--- src/design/mkrc_pkg.sv ---
`default_nettype none
package mkrc_pkg;

  typedef enum logic [1:0] {
    ACT_SCAN  = 2'd0,
    ACT_READ  = 2'd1,
    ACT_WRITE = 2'd2,
    ACT_ACK   = 2'd3
  } action_t;

  localparam logic [2:0] SEL_KEY_STATE = 3'd0;
  localparam logic [2:0] SEL_KEY_CODE  = 3'd1;
  localparam logic [2:0] SEL_SCROLL    = 3'd2;
  localparam logic [2:0] SEL_KEY_PRESS = 3'd3;
  localparam logic [2:0] SEL_FDC_CMD   = 3'd4;
  localparam logic [2:0] SEL_FDC_DATA  = 3'd5;

  localparam logic [7:0]  VEC_LOW      = 8'h30;
  localparam logic [7:0]  VEC_HIGH     = 8'hBC;
  localparam logic [15:0] STATUS_BASE  = 16'h8080;
  localparam logic [15:0] SCROLL_RESET = 16'o1330;
  localparam logic [6:0]  SHIFT_DOWN   = 7'd16;
  localparam logic [6:0]  SHIFT_UP     = 7'd32;
  localparam logic signed [2:0] NO_DRIVE = -3'sd1;

  localparam int NUM_ROWS = 11;

  typedef struct packed {
    logic       hit;
    logic [3:0] row;
    logic       one_hot;
    logic [2:0] col;
  } scan_res_t;

endpackage
`default_nettype wire

--- src/design/mkrc_if.sv ---
`default_nettype none
interface mkrc_in_if;
  logic        valid;
  logic        ready;
  logic [1:0]  action;
  logic [2:0]  reg_select;
  logic [15:0] write_data;
  logic [63:0] rows_one_to_eight;
  logic [23:0] rows_nine_to_eleven;
  logic        shift_held;
  logic        vector_key;
  logic        cassette_in;

  modport source (
    output valid, action, reg_select, write_data, rows_one_to_eight,
           rows_nine_to_eleven, shift_held, vector_key, cassette_in,
    input  ready
  );
  modport sink (
    input  valid, action, reg_select, write_data, rows_one_to_eight,
           rows_nine_to_eleven, shift_held, vector_key, cassette_in,
    output ready
  );
endinterface

interface mkrc_out_if;
  logic              valid;
  logic              ready;
  logic [15:0]       read_data;
  logic              irq_line;
  logic              cassette_out;
  logic signed [2:0] drive_select;

  modport source (
    output valid, read_data, irq_line, cassette_out, drive_select,
    input  ready
  );
  modport sink (
    input  valid, read_data, irq_line, cassette_out, drive_select,
    output ready
  );
endinterface
`default_nettype wire

--- src/design/mkrc_scan.sv ---
`default_nettype none
module mkrc_scan
  import mkrc_pkg::*;
(
  input  wire logic [63:0] rows_lo,
  input  wire logic [23:0] rows_hi,
  output scan_res_t        res
);

  logic [7:0] row_byte [NUM_ROWS];
  logic [7:0] sel_byte;

  always_comb begin
    for (int i = 0; i < 8; i++) begin
      row_byte[i] = rows_lo[8*i +: 8];
    end
    for (int i = 0; i < 3; i++) begin
      row_byte[8+i] = rows_hi[8*i +: 8];
    end
  end

  // first nonzero row wins, scan from the top down so row 1 has priority
  always_comb begin
    res.hit  = 1'b0;
    res.row  = 4'd0;
    sel_byte = 8'd0;
    for (int i = NUM_ROWS - 1; i >= 0; i--) begin
      if (row_byte[i] != 8'd0) begin
        res.hit  = 1'b1;
        res.row  = 4'(i + 1);
        sel_byte = row_byte[i];
      end
    end
    res.one_hot = $onehot(sel_byte);
    res.col     = 3'd0;
    for (int c = 0; c < 8; c++) begin
      if (sel_byte[c]) begin
        res.col = 3'(c);
      end
    end
  end

endmodule
`default_nettype wire

--- src/design/matrix_keyboard_register_controller.sv ---
// path: input transfer lands in the input register, then in the result register
// throughput: one item per cycle if the sink is ready, each in one pass through the update logic
// while a result waits the input register still takes one item, then the input stalls
// reset: synchronous active-low rst_n; clears both valid flags and all register-file state,
// scroll register comes up at octal 1330 and the drive select at -1 (no drive)
`default_nettype none
module matrix_keyboard_register_controller
  import mkrc_pkg::*;
(
  input  wire logic  clk,
  input  wire logic  rst_n,
  mkrc_in_if.sink    in_chan,
  mkrc_out_if.source out_chan
);

  // input register
  logic        s1_v_r;
  action_t     s1_act_r;
  logic [2:0]  s1_sel_r;
  logic [15:0] s1_wd_r;
  logic [63:0] s1_lo_r;
  logic [23:0] s1_hi_r;
  logic        s1_shift_r;
  logic        s1_vkey_r;
  logic        s1_cas_r;

  // result register
  logic              out_v_r;
  logic [15:0]       out_rd_r;
  logic [15:0]       out_rd_nxt;

  // architectural state
  logic [6:0]        key_code_r,    key_code_nxt;
  logic              key_pressed_r, key_pressed_nxt;
  logic [7:0]        vector_r,      vector_nxt;
  logic              irq_r,         irq_nxt;
  logic              state_b6_r,    state_b6_nxt;
  logic [15:0]       scroll_r,      scroll_nxt;
  logic              cas_level_r,   cas_level_nxt;
  logic signed [2:0] drive_r,       drive_nxt;

  logic      adv;
  logic      fire;
  scan_res_t scan;
  logic [6:0] base_code;

  // the result register drains or is empty: the input register may move on
  assign adv          = !out_v_r || out_chan.ready;
  assign fire         = s1_v_r && adv;
  assign in_chan.ready = !s1_v_r || adv;

  assign out_chan.valid        = out_v_r;
  assign out_chan.read_data    = out_rd_r;
  assign out_chan.irq_line     = irq_r;
  assign out_chan.cassette_out = cas_level_r;
  assign out_chan.drive_select = drive_r;

  mkrc_scan u_scan (
    .rows_lo (s1_lo_r),
    .rows_hi (s1_hi_r),
    .res     (scan)
  );

  // one-hot row gives {row, col}; otherwise the old code is kept and still shifted
  assign base_code = scan.one_hot ? {scan.row, scan.col} : key_code_r;

  always_comb begin
    key_code_nxt    = key_code_r;
    key_pressed_nxt = key_pressed_r;
    vector_nxt      = vector_r;
    irq_nxt         = irq_r;
    state_b6_nxt    = state_b6_r;
    scroll_nxt      = scroll_r;
    cas_level_nxt   = cas_level_r;
    drive_nxt       = drive_r;
    out_rd_nxt      = 16'd0;

    case (s1_act_r)
      ACT_SCAN: begin
        if (scan.hit) begin
          if (s1_shift_r && (scan.row == 4'd6 || scan.row == 4'd7)) begin
            key_code_nxt = base_code - SHIFT_DOWN;
          end else if (s1_shift_r && scan.row >= 4'd8) begin
            key_code_nxt = base_code + SHIFT_UP;
          end else begin
            key_code_nxt = base_code;
          end
          key_pressed_nxt = 1'b1;
          vector_nxt      = s1_vkey_r ? VEC_HIGH : VEC_LOW;
          irq_nxt         = 1'b1;
        end
      end
      ACT_READ: begin
        case (s1_sel_r)
          SEL_KEY_STATE: out_rd_nxt = {9'd0, state_b6_r, 6'd0};
          SEL_KEY_CODE: begin
            out_rd_nxt      = {9'd0, key_code_r};
            key_pressed_nxt = 1'b0;
          end
          SEL_SCROLL:    out_rd_nxt = scroll_r;
          SEL_KEY_PRESS: out_rd_nxt = STATUS_BASE | {9'd0, key_pressed_r, s1_cas_r, 5'd0};
          default:       out_rd_nxt = 16'd0;
        endcase
      end
      ACT_WRITE: begin
        case (s1_sel_r)
          SEL_KEY_STATE: state_b6_nxt  = s1_wd_r[6];
          SEL_SCROLL:    scroll_nxt    = s1_wd_r;
          SEL_KEY_PRESS: cas_level_nxt = s1_wd_r[6];
          SEL_FDC_CMD: begin
            // highest set bit of the low nibble picks the drive
            if (s1_wd_r == 16'd0)   drive_nxt = NO_DRIVE;
            else if (s1_wd_r[3])    drive_nxt = 3'sd3;
            else if (s1_wd_r[2])    drive_nxt = 3'sd2;
            else if (s1_wd_r[1])    drive_nxt = 3'sd1;
            else if (s1_wd_r[0])    drive_nxt = 3'sd0;
          end
          default: ;
        endcase
      end
      ACT_ACK: begin
        irq_nxt    = 1'b0;
        out_rd_nxt = {8'd0, vector_r};
      end
      default: ;
    endcase
  end

  // input register: control
  always_ff @(posedge clk) begin
    if (!rst_n) begin
      s1_v_r <= 1'b0;
    end else if (in_chan.ready) begin
      s1_v_r <= in_chan.valid;
    end
  end

  // input register: payload
  always_ff @(posedge clk) begin
    if (in_chan.valid && in_chan.ready) begin
      s1_act_r   <= action_t'(in_chan.action);
      s1_sel_r   <= in_chan.reg_select;
      s1_wd_r    <= in_chan.write_data;
      s1_lo_r    <= in_chan.rows_one_to_eight;
      s1_hi_r    <= in_chan.rows_nine_to_eleven;
      s1_shift_r <= in_chan.shift_held;
      s1_vkey_r  <= in_chan.vector_key;
      s1_cas_r   <= in_chan.cassette_in;
    end
  end

  // result register and state update on the same edge
  always_ff @(posedge clk) begin
    if (!rst_n) begin
      out_v_r       <= 1'b0;
      key_code_r    <= 7'd0;
      key_pressed_r <= 1'b0;
      vector_r      <= 8'd0;
      irq_r         <= 1'b0;
      state_b6_r    <= 1'b0;
      scroll_r      <= SCROLL_RESET;
      cas_level_r   <= 1'b0;
      drive_r       <= NO_DRIVE;
    end else begin
      if (adv) begin
        out_v_r <= s1_v_r;
      end
      if (fire) begin
        key_code_r    <= key_code_nxt;
        key_pressed_r <= key_pressed_nxt;
        vector_r      <= vector_nxt;
        irq_r         <= irq_nxt;
        state_b6_r    <= state_b6_nxt;
        scroll_r      <= scroll_nxt;
        cas_level_r   <= cas_level_nxt;
        drive_r       <= drive_nxt;
      end
    end
  end

  always_ff @(posedge clk) begin
    if (fire) begin
      out_rd_r <= out_rd_nxt;
    end
  end

  // an acknowledge transfer always leaves the line low
  a_ack_clears_irq: assert property (@(posedge clk) disable iff (!rst_n)
    fire && s1_act_r == ACT_ACK |=> !irq_r)
    else $error("irq line still high after acknowledge");

  // a scan hit raises both the pressed flag and the line
  a_hit_sets_flags: assert property (@(posedge clk) disable iff (!rst_n)
    fire && s1_act_r == ACT_SCAN && scan.hit |=> key_pressed_r && irq_r)
    else $error("scan hit did not set pressed flag and irq");

  // drive select only ever holds -1 or 0..3
  a_drive_range: assert property (@(posedge clk) disable iff (!rst_n)
    !(drive_r == 3'sd4 || drive_r == 3'sd5 || drive_r == 3'sd6))
    else $error("drive select out of range");

  // back pressure only when both registers are full and the sink stalls
  a_ready_low: assert property (@(posedge clk) disable iff (!rst_n)
    !in_chan.ready |-> s1_v_r && out_v_r && !out_chan.ready)
    else $error("input stalled without a full pipeline");

  // state only moves when an item passes through
  a_scroll_quiet: assert property (@(posedge clk) disable iff (!rst_n)
    !$past(fire) && $past(rst_n) |-> $stable(scroll_r))
    else $error("scroll register changed without a transfer");

endmodule
`default_nettype wire
--- src/flat_wrapper.sv ---
// flat-port wrapper written by rule: the top's interface ports become plain ports
module matrix_keyboard_register_controller_flat import mkrc_pkg::*;
  (clk, rst_n, in_chan_valid, in_chan_action, in_chan_reg_select, in_chan_write_data, in_chan_rows_one_to_eight, in_chan_rows_nine_to_eleven, in_chan_shift_held, in_chan_vector_key, in_chan_cassette_in, in_chan_ready, out_chan_valid, out_chan_read_data, out_chan_irq_line, out_chan_cassette_out, out_chan_drive_select, out_chan_ready);
  mkrc_in_if in_chan_i ();
  mkrc_out_if out_chan_i ();
  input  wire logic clk;
  input  wire logic rst_n;
  input wire logic [$bits(in_chan_i.valid)-1:0] in_chan_valid;
  input wire logic [$bits(in_chan_i.action)-1:0] in_chan_action;
  input wire logic [$bits(in_chan_i.reg_select)-1:0] in_chan_reg_select;
  input wire logic [$bits(in_chan_i.write_data)-1:0] in_chan_write_data;
  input wire logic [$bits(in_chan_i.rows_one_to_eight)-1:0] in_chan_rows_one_to_eight;
  input wire logic [$bits(in_chan_i.rows_nine_to_eleven)-1:0] in_chan_rows_nine_to_eleven;
  input wire logic [$bits(in_chan_i.shift_held)-1:0] in_chan_shift_held;
  input wire logic [$bits(in_chan_i.vector_key)-1:0] in_chan_vector_key;
  input wire logic [$bits(in_chan_i.cassette_in)-1:0] in_chan_cassette_in;
  output wire logic [$bits(in_chan_i.ready)-1:0] in_chan_ready;
  output wire logic [$bits(out_chan_i.valid)-1:0] out_chan_valid;
  output wire logic [$bits(out_chan_i.read_data)-1:0] out_chan_read_data;
  output wire logic [$bits(out_chan_i.irq_line)-1:0] out_chan_irq_line;
  output wire logic [$bits(out_chan_i.cassette_out)-1:0] out_chan_cassette_out;
  output wire logic [$bits(out_chan_i.drive_select)-1:0] out_chan_drive_select;
  input wire logic [$bits(out_chan_i.ready)-1:0] out_chan_ready;
  assign in_chan_i.valid = in_chan_valid;
  assign in_chan_i.action = in_chan_action;
  assign in_chan_i.reg_select = in_chan_reg_select;
  assign in_chan_i.write_data = in_chan_write_data;
  assign in_chan_i.rows_one_to_eight = in_chan_rows_one_to_eight;
  assign in_chan_i.rows_nine_to_eleven = in_chan_rows_nine_to_eleven;
  assign in_chan_i.shift_held = in_chan_shift_held;
  assign in_chan_i.vector_key = in_chan_vector_key;
  assign in_chan_i.cassette_in = in_chan_cassette_in;
  assign in_chan_ready = in_chan_i.ready;
  assign out_chan_valid = out_chan_i.valid;
  assign out_chan_read_data = out_chan_i.read_data;
  assign out_chan_irq_line = out_chan_i.irq_line;
  assign out_chan_cassette_out = out_chan_i.cassette_out;
  assign out_chan_drive_select = out_chan_i.drive_select;
  assign out_chan_i.ready = out_chan_ready;
  matrix_keyboard_register_controller u_core (.clk(clk), .rst_n(rst_n), .in_chan(in_chan_i), .out_chan(out_chan_i));
endmodule
--- config.mk ---
export PLATFORM = sky130hd
export DESIGN_NAME = matrix_keyboard_register_controller_flat
export DESIGN_NICKNAME = d
export VERILOG_FILES = /design/src/design/mkrc_pkg.sv /design/src/design/mkrc_if.sv /design/src/design/mkrc_scan.sv /design/src/design/matrix_keyboard_register_controller.sv /design/src/flat_wrapper.sv
export SDC_FILE = /design/constraint.sdc
export NUM_CORES = 1
export LEC_CHECK = 0
export BUFFER_PORTS_ARGS = -buffer_cell sky130_fd_sc_hd__clkbuf_2
export CORE_MARGIN = 10
export CORE_UTILIZATION = 30
export CTS_CLUSTER_SIZE = 30
export DETAILED_ROUTE_END_ITERATION = 8
export PLACE_DENSITY = 0.53
export RECOVER_POWER = 50
export SETUP_SLACK_MARGIN = 0.05
export SYNTH_ARGS = -nofsm -noshare
export SYNTH_HDL_FRONTEND = slang
export SYNTH_SLANG_ARGS = --single-unit
--- constraint.sdc ---
create_clock -name clk -period 11.2 [get_ports clk]
set_input_delay 3.36 -clock clk [delete_from_list [all_inputs] [get_ports clk]]
set_output_delay 3.36 -clock clk [all_outputs]
set_load 0.03 [all_outputs]
==> results of run 1 <==
cell usage in the layout (no fill, tap or decap), drive strengths merged, types with 3 or more instances in the layout:
cell type  instances
o211ai             4
edfxtp           128
mux2i              4
nor3               8
o21a               3
a21boi            16
clkbuf           156
a2111oi            3
nand2b             7
inv               19
nand3              8
nor2b              8
a21oi             27
clkinv             4
nand2             62
o21ai             31
and2              21
o311a              3
a211oi             5
nand4              6
a22oi              5
nor4b              5
ha                 4
fa                 4
o21bai             4
nor4              29
dfxtp             34
nor2              38
clkinvlp           3
a31oi             15
a21o               4
per-layer routing:
| layer | global-route usage | vias to the layer above | wire length [um] |
|---|---|---|---|
| li1 | - | 2372 | - |
| met1 | 0.142 | 2362 | 7840 |
| met2 | 0.201 | 146 | 8510 |
| met3 | 0.0431 | 28 | 1250 |
| met4 | 0.0484 | 0 | 390 |
| met5 | 0 | - | 0 |
state kept, by name, indices dropped and copies added, names as in the netlist, 2 cells and up:
name / cells
u_core.out_chan.drive_select: 3
u_core.out_chan.read_data: 16
u_core.s1_sel_r: 3
u_core.s1_lo_r: 64
u_core.s1_wd_r: 16
u_core.key_code_r: 7
u_core.s1_act_r: 2
u_core.scroll_r: 16
u_core.vector_r: 2
u_core.s1_hi_r: 24
kinds of logic after synthesis:
| family | after synthesis |
|---|---|
| AOI/OAI and AO/OA | 139 |
| adders and majority gates | 8 |
| buffers and inverters | 30 |
| DFF | 162 |
| muxes | 5 |
| and+or+nand+nor | 201 |
worst max path at each step:
| stage | from | to | slack (ns) | cells after the start |
|---|---|---|---|---|
| after floorplan | out_chan_ready | in_chan_ready | 4.06 | 2 |
| after global placement | out_chan_ready | in_chan_ready | 3.91 | 4 |
| after detailed placement | out_chan_ready | in_chan_ready | 3.81 | 4 |
| after CTS | out_chan_ready | in_chan_ready | 3.82 | 4 |
| after global routing | out_chan_ready | in_chan_ready | 3.72 | 4 |
| final | out_chan_ready | in_chan_ready | 3.84 | 4 |
critical path: stages:
cell      delay [ns]
clkbuf_2        0.08
nor2b_1         0.23
nand2_1         0.12
clkbuf_2        0.20
final cells by class:
cell class,count,share of cell area
Tap cell,285,0.0421
Inverter,14,0.00620
Clock buffer,19,0.0511
Multi-Input combinational cell,353,0.272
Clock inverter,13,0.0148
Sequential cell,162,0.534
Timing Repair Buffer,139,0.0794
metrics by stage:
stage	total power [uW]	std cells	instance area, sq um	setup slack [ns]	hold slack, ns
5_1_grt	1410	985	8470	3.72	0.474
4_1_cts	1370	985	8500	3.82	0.453
2_1_floorplan	766	545	6960	4.06	0.430
6_report	1360	985	8470	3.84	0.451
3_3_place_gp	807	953	7940	3.91	0.437
3_5_place_dp	812	953	7940	3.81	0.444
power by group through the flow:
stage,Combinational (uW),Clock (uW),Sequential [uW]
floorplan,51.4,0,715
global placement,90.1,0,717
detailed placement,94.7,0,717
CTS,95.4,571,704
global route,104,597,708
finish,93.3,558,705
==> metrics.yaml, run 1 <==
sta:
  min_period_ns: 7.36
  hold_viol: 0
  fin_crit_sh: 0.657
  fmax_mhz: 136
  setup_tns_ns: 0
  rsz0062_at_grt: "false"
  setup_viol: 0
  tightest_slew_ns: 2.48
  slew_headroom: -0.656
  skew_ns: 0.0104
  maxSlewViolCount: 38
floorplan:
  dieArea_sq_um: 29700
  coreArea_sq_um: 22700
  boundaryPins: 139
  die_x_um: 172
  fp-row-count: 55
  start_util: 0.306
  die_h_um: 172
hold_path:
  hold_start: "u_core.scroll_r[10]"
  hp-class: "reg -> reg"
  min_to: "u_core.scroll_r[10]"
  hold_path_depth: 2
yosys:
  post_synth_mux_area_share: 0.00737
  synthesis.area_sq_um: 6960
  synth.most_common_cell: "edfxtp_1"
  synth.top_cells.by_area: "edfxtp_1, dfxtp_1, nand2_1"
  yosys.area.top_type: "edfxtp_1"
  synthTopCellsByCount: "edfxtp_1, nand2_1, nor2_1, dfxtp_1"
  synthArstFlopShare: 0
  synth_nets: 669
  synthCells: 545
  synth-main-ff-cell: "edfxtp_1"
  yosys.area_share.simple: 0.173
  synth-seq-cells: 162
  ys_seq_area_frac: 0.650
  netlist.area_leader.share: 0.552
  synth_compound_area_frac: 0.133
  synthAdderAreaFrac: 0.0187
  ys_warn_count: 0
  synth_cell_types: 67
  synth_edf_count: 128
  syn_area_per_cell_sq_um: 12.8
  synth_top_family_by_area: "simple AND/OR/NAND/NOR gates"
  synth_xor_area_frac: 0
clocking:
  cts_buffers: 17
  postCtsResizedCells: 0
  postCtsSetupBuffers: 0
  cts-root-buf: "clkbuf_16"
  postCtsHoldBufs: 0
  worstSkewPairLatency_ns: 0.42
  cts.sinks: 162
  ctsHtreeMaxLevel: 4
  path_clk_slew_ns: 0.07
  cts_tree: "yes"
  cts.path.max_buffers: 2
drt:
  vias: 4908
  routedWlPerCell_um: 18.3
  drcViolationCount: 0
  drtAntennaViolNets: 0
  vias_per_cell: 4.98
  routed_wl_mm: 18.0
  dr.first_iter.drc_count: 243
  firstDrtPassIters: 5
power:
  power_density_nw_per_um2: 160
  power_frac_clock: 0.411
  internal_power_uw: 1030
  p_switching_uw: 327
  switching_share: 0.241
  pwr-share-comb: 0.069
  peakVddDrop_v: 0.0000856
  p_seq_frac: 0.520
  p_leak_uw: 0.00301
status:
  violations: "max-capacitance violations, max-slew violations"
  run_status: "finished with violations"
finish:
  area_growth_pct: 21.8
  n_antenna_cell: 0
  final_util: 0.373
  drive_above_1_share: 0.257
  finalNetCount: 811
  fillers: 2231
  multi_input_area_sq_um: 2310
  seq_area_sq_um: 4520
grt:
  grt_overflow_total: 0
  grt_pass1_vias: 5344
  grt_pass1_wl_mm: 28.0
  antenna_found_initial: 0
  grt.total_usage: 0.122
  grt_max_degree: 77
critical_path:
  r2r_end: "u_core.key_code_r[6]"
  reg2reg_from: "u_core.s1_hi_r[4]"
  critPathArrivalTime_ns: 4.00
  rrSetupSlack_ns: 5.31
  r2r_cells: 24
  critPathMaxFanout: 4
  startpoint_type: "input port"
  worst_setup_path_end_kind: "output port"
  worstPathRequired_ns: 7.84
  critical_path_class: "in -> out"
place:
  dp_hpwl_mm: 13.7
  place.gp.congestion: 0.851
  io_buffer_count: 138
run:
  maxCapViolCount: 1
(Power assumes the default switching activity.)
==> run 2: changes to the inputs <==
--- a/config.mk
+++ b/config.mk
@@ -5,12 +5,13 @@
 export SDC_FILE = /design/constraint.sdc
 export NUM_CORES = 1
 export LEC_CHECK = 0
+export ABC_AREA = 1
 export BUFFER_PORTS_ARGS = -buffer_cell sky130_fd_sc_hd__clkbuf_2
 export CORE_MARGIN = 10
 export CORE_UTILIZATION = 30
 export CTS_CLUSTER_SIZE = 30
 export DETAILED_ROUTE_END_ITERATION = 8
-export PLACE_DENSITY = 0.53
+export PLACE_DENSITY = 0.54
 export RECOVER_POWER = 50
 export SETUP_SLACK_MARGIN = 0.05
 export SYNTH_ARGS = -nofsm -noshare
==> constraint.sdc (replaced) <==
create_clock -name clk -period 6.5 [get_ports clk]
set_input_delay 1.95 -clock clk [delete_from_list [all_inputs] [get_ports clk]]
set_output_delay 1.95 -clock clk [all_outputs]
set_load 0.03 [all_outputs]
==> metrics.yaml, run 2 <==
status:
  run_status: "finished with violations"
  violations: "max-capacitance violations, max-slew violations"
yosys:
  synthTopCellsByCount: "edfxtp_1, nand2_1, nor2_1, inv_1, a21oi_1"
  synth_nets: 795  # +19%
  ys_seq_area_frac: 0.643  # -0.00740
  netlist.area_leader.share: 0.546  # -0.00628
  synthesis.area_sq_um: 7040  # +1.2%
  synth_cell_types: 47  # -30%
  synth.most_common_cell: "edfxtp_1"
  synthAdderAreaFrac: 0.0185  # -0.000213
  post_synth_mux_area_share: 0  # -0.00737
  synth_xor_area_frac: 0.00249  # +0.00249
  ys_warn_count: 0  # unchanged
  synth-main-ff-cell: "edfxtp_1"
  synth_edf_count: 128  # unchanged
  synthArstFlopShare: 0  # unchanged
  synthCells: 671  # +23%
  synth-seq-cells: 162  # unchanged
  yosys.area_share.simple: 0.201  # +0.0277
  synth_compound_area_frac: 0.0885  # -0.0442
  yosys.area.top_type: "edfxtp_1"
  synth_top_family_by_area: "simple AND/OR/NAND/NOR gates"
  syn_area_per_cell_sq_um: 10.5  # -18%
  synth.top_cells.by_area: "edfxtp_1, dfxtp_1, nand2_1"
finish:
  layout_common_cells: "edfxtp_1, nand2_1, nor2_1, clkbuf_2, inv_1"
  n_antenna_cell: 0  # unchanged
  top_regs: "u_core.s1_lo_r: 64 flops, u_core.s1_hi_r: 24 flops"
  drive_above_1_share: 0.213  # -0.0440
  design_area_sq_um: 8640  # +2.0%
  final_common_cell: "edfxtp_1"
  largest_reg_flops: 64  # unchanged
  area_growth_pct: 22.7
  finalNetCount: 946  # +17%
  regMostFlops: "u_core.s1_lo_r"
  stdcell_count: 1148  # +17%
drt:
  drcViolationCount: 0  # unchanged
  vias_per_cell: 4.39  # -12%
  firstDrtPassIters: 4  # -1
  drtAntennaViolNets: 0  # unchanged
  routedWlPerCell_um: 15.2  # -17%
  vias: 5034  # +2.6%
  routed_wl_mm: 17.5  # -2.7%
  dr.first_iter.drc_count: 303  # +25%
sta:
  hold_viol: 0  # unchanged
  fmax_mhz: 179
  setup_viol: 0  # unchanged
  skew_ns: 0.00873  # -0.00166 ns
  min_period_ns: 5.59
  setup_tns_ns: 0  # unchanged
  setup_slack_ns: 0.913  # -2.93 ns
  tightest_slew_ns: 2.90  # +0.421 ns
  slew_headroom: -0.947  # -0.292
  rsz0062_at_grt: "false"
  fin_crit_sh: 0.860
  maxSlewViolCount: 66  # +74%
place:
  placed_area_sq_um: 8090  # +1.9%
  place.gp.congestion: 0.801  # -5.9%
  pre_cts_ws_ns: 0.883  # -2.93 ns
  io_buffer_count: 138  # unchanged
  dp_hpwl_mm: 13.3  # -3.0%
  dp.cells: 1116  # +17%
clocking:
  cts.sinks: 162  # unchanged
  postCtsSetupBuffers: 0  # unchanged
  cts.path.max_buffers: 2  # unchanged
  postCtsResizedCells: 0  # unchanged
  ctsHtreeMaxLevel: 4  # unchanged
  cts_tree: "yes"
  path_clk_slew_ns: 0.06  # about the same
  postCtsHoldBufs: 0  # unchanged
  cts_buffers: 17  # unchanged
  worstSkewPairLatency_ns: 0.42  # about the same
  cts-root-buf: "clkbuf_16"
critical_path:
  startpoint_type: "input port"
  r2r_end: "u_core.key_code_r[5]"
  worstPathRequired_ns: 6.59  # -1.25 ns
  critPathArrivalTime_ns: 5.68  # +1.68 ns
  critical_path_class: "in -> reg"
  rrSetupSlack_ns: 0.92  # -4.39 ns
  r2r_cells: 33  # +38%
  worst_setup_path_end_kind: "register"
  critPathMaxFanout: 65  # +61
  reg2reg_from: "u_core.s1_hi_r[15]"
hold_path:
  hp-class: "reg -> reg"
  min_to: "u_core.state_b6_r"
  hold_path_depth: 2  # unchanged
  hold_start: "u_core.state_b6_r"
floorplan:
  fp-row-count: 55  # unchanged
  boundaryPins: 139  # unchanged
  coreArea_sq_um: 22800  # +0.61%
  die_h_um: 173  # +0.51%
  dieArea_sq_um: 30000  # +1.0%
  die_x_um: 173  # +0.51%
  start_util: 0.308  # +0.00166
power:
  total_power_uw: 2380  # +76%
  peakVddDrop_v: 0.000161  # +88%
  power_density_nw_per_um2: 276  # +72%
  p_leak_uw: 0.00346  # +15%
grt:
  grt_pass1_wl_mm: 28.1  # +0.22%
  grt_overflow_total: 0  # unchanged
  antenna_found_initial: 0  # unchanged
  grt_pass1_vias: 5369  # +0.47%
  grt.total_usage: 0.118  # -0.00432
  grt_max_degree: 66  # -14%
run:
  maxCapViolCount: 1  # unchanged
run 2: changes by cell type in the layout (fill, tap and decap cells not counted), moves of 12 or more:
cell and change:
clkbuf_2 -14, a21oi_1 +15, nor4_2 -12, a31oi_1 -12
nor2_1 +81, nand3_1 +13, clkbuf_1 +14, nand2_1 +62
inv_1 +50
run 2: through the flow:
stage | util | hold slack, ns
after floorplan | - | 0.423
after global placement | 0.354 | 0.435
after detailed placement | 0.354 | 0.441
after CTS | 0.380 | 0.450
after global routing | 0.378 | 0.474
final | 0.378 | 0.447
run 2: critical path: stages:
cell        delay, ns
clkbuf_2         0.08
inv_1            0.06
nand3_1          0.11
nand2_1          0.12
clkinvlp_2       2.17
buf_4            1.15
run 2: cell families after synthesis:
logic type,after synthesis
AO/OA/AOI/OAI,108
buffers and inverters,81
adder cells (fa/ha/maj),8
XOR/XNOR,2
flip-flops,162
AND/OR/NAND/NOR,310
run 2: how the worst max path moves through the flow:
stage,from,to,slack (ns),depth (start not counted)
2_1_floorplan,u_core.s1_hi_r[5],u_core.key_code_r[6],1.43,35
6_report,out_chan_ready,u_core.s1_lo_r[20],0.91,6
5_1_grt,u_core.s1_hi_r[9],u_core.key_code_r[5],0.23,33
4_1_cts,u_core.s1_hi_r[5],u_core.key_code_r[5],0.87,33
3_3_place_gp,u_core.s1_hi_r[12],u_core.key_code_r[6],1.10,35
3_5_place_dp,u_core.s1_hi_r[5],u_core.key_code_r[6],0.88,35
run 2: area by class of cell:
type | count | area [sq um]
Fill cell | 2325 | 14200
Sequential cell | 162 | 4520
Multi-Input combinational cell | 428 | 2180
Timing Repair Buffer | 140 | 663
Clock buffer | 18 | 429
Tap cell | 313 | 392
Inverter | 73 | 284
Clock inverter | 14 | 164
run 2: per-layer routing:
metal  vias up  routed length (um)  global-route usage
li1       2585                   -                   -
met1      2307                8470               0.152
met2       126                8160               0.188
met3        16                 677              0.0288
met4         0                 205              0.0402
met5         -                   0                   0
run 2: power by group:
part           internal, uW  switching (uW)
registers              1180            26.6
clock network           603             409
logic                  61.0             105
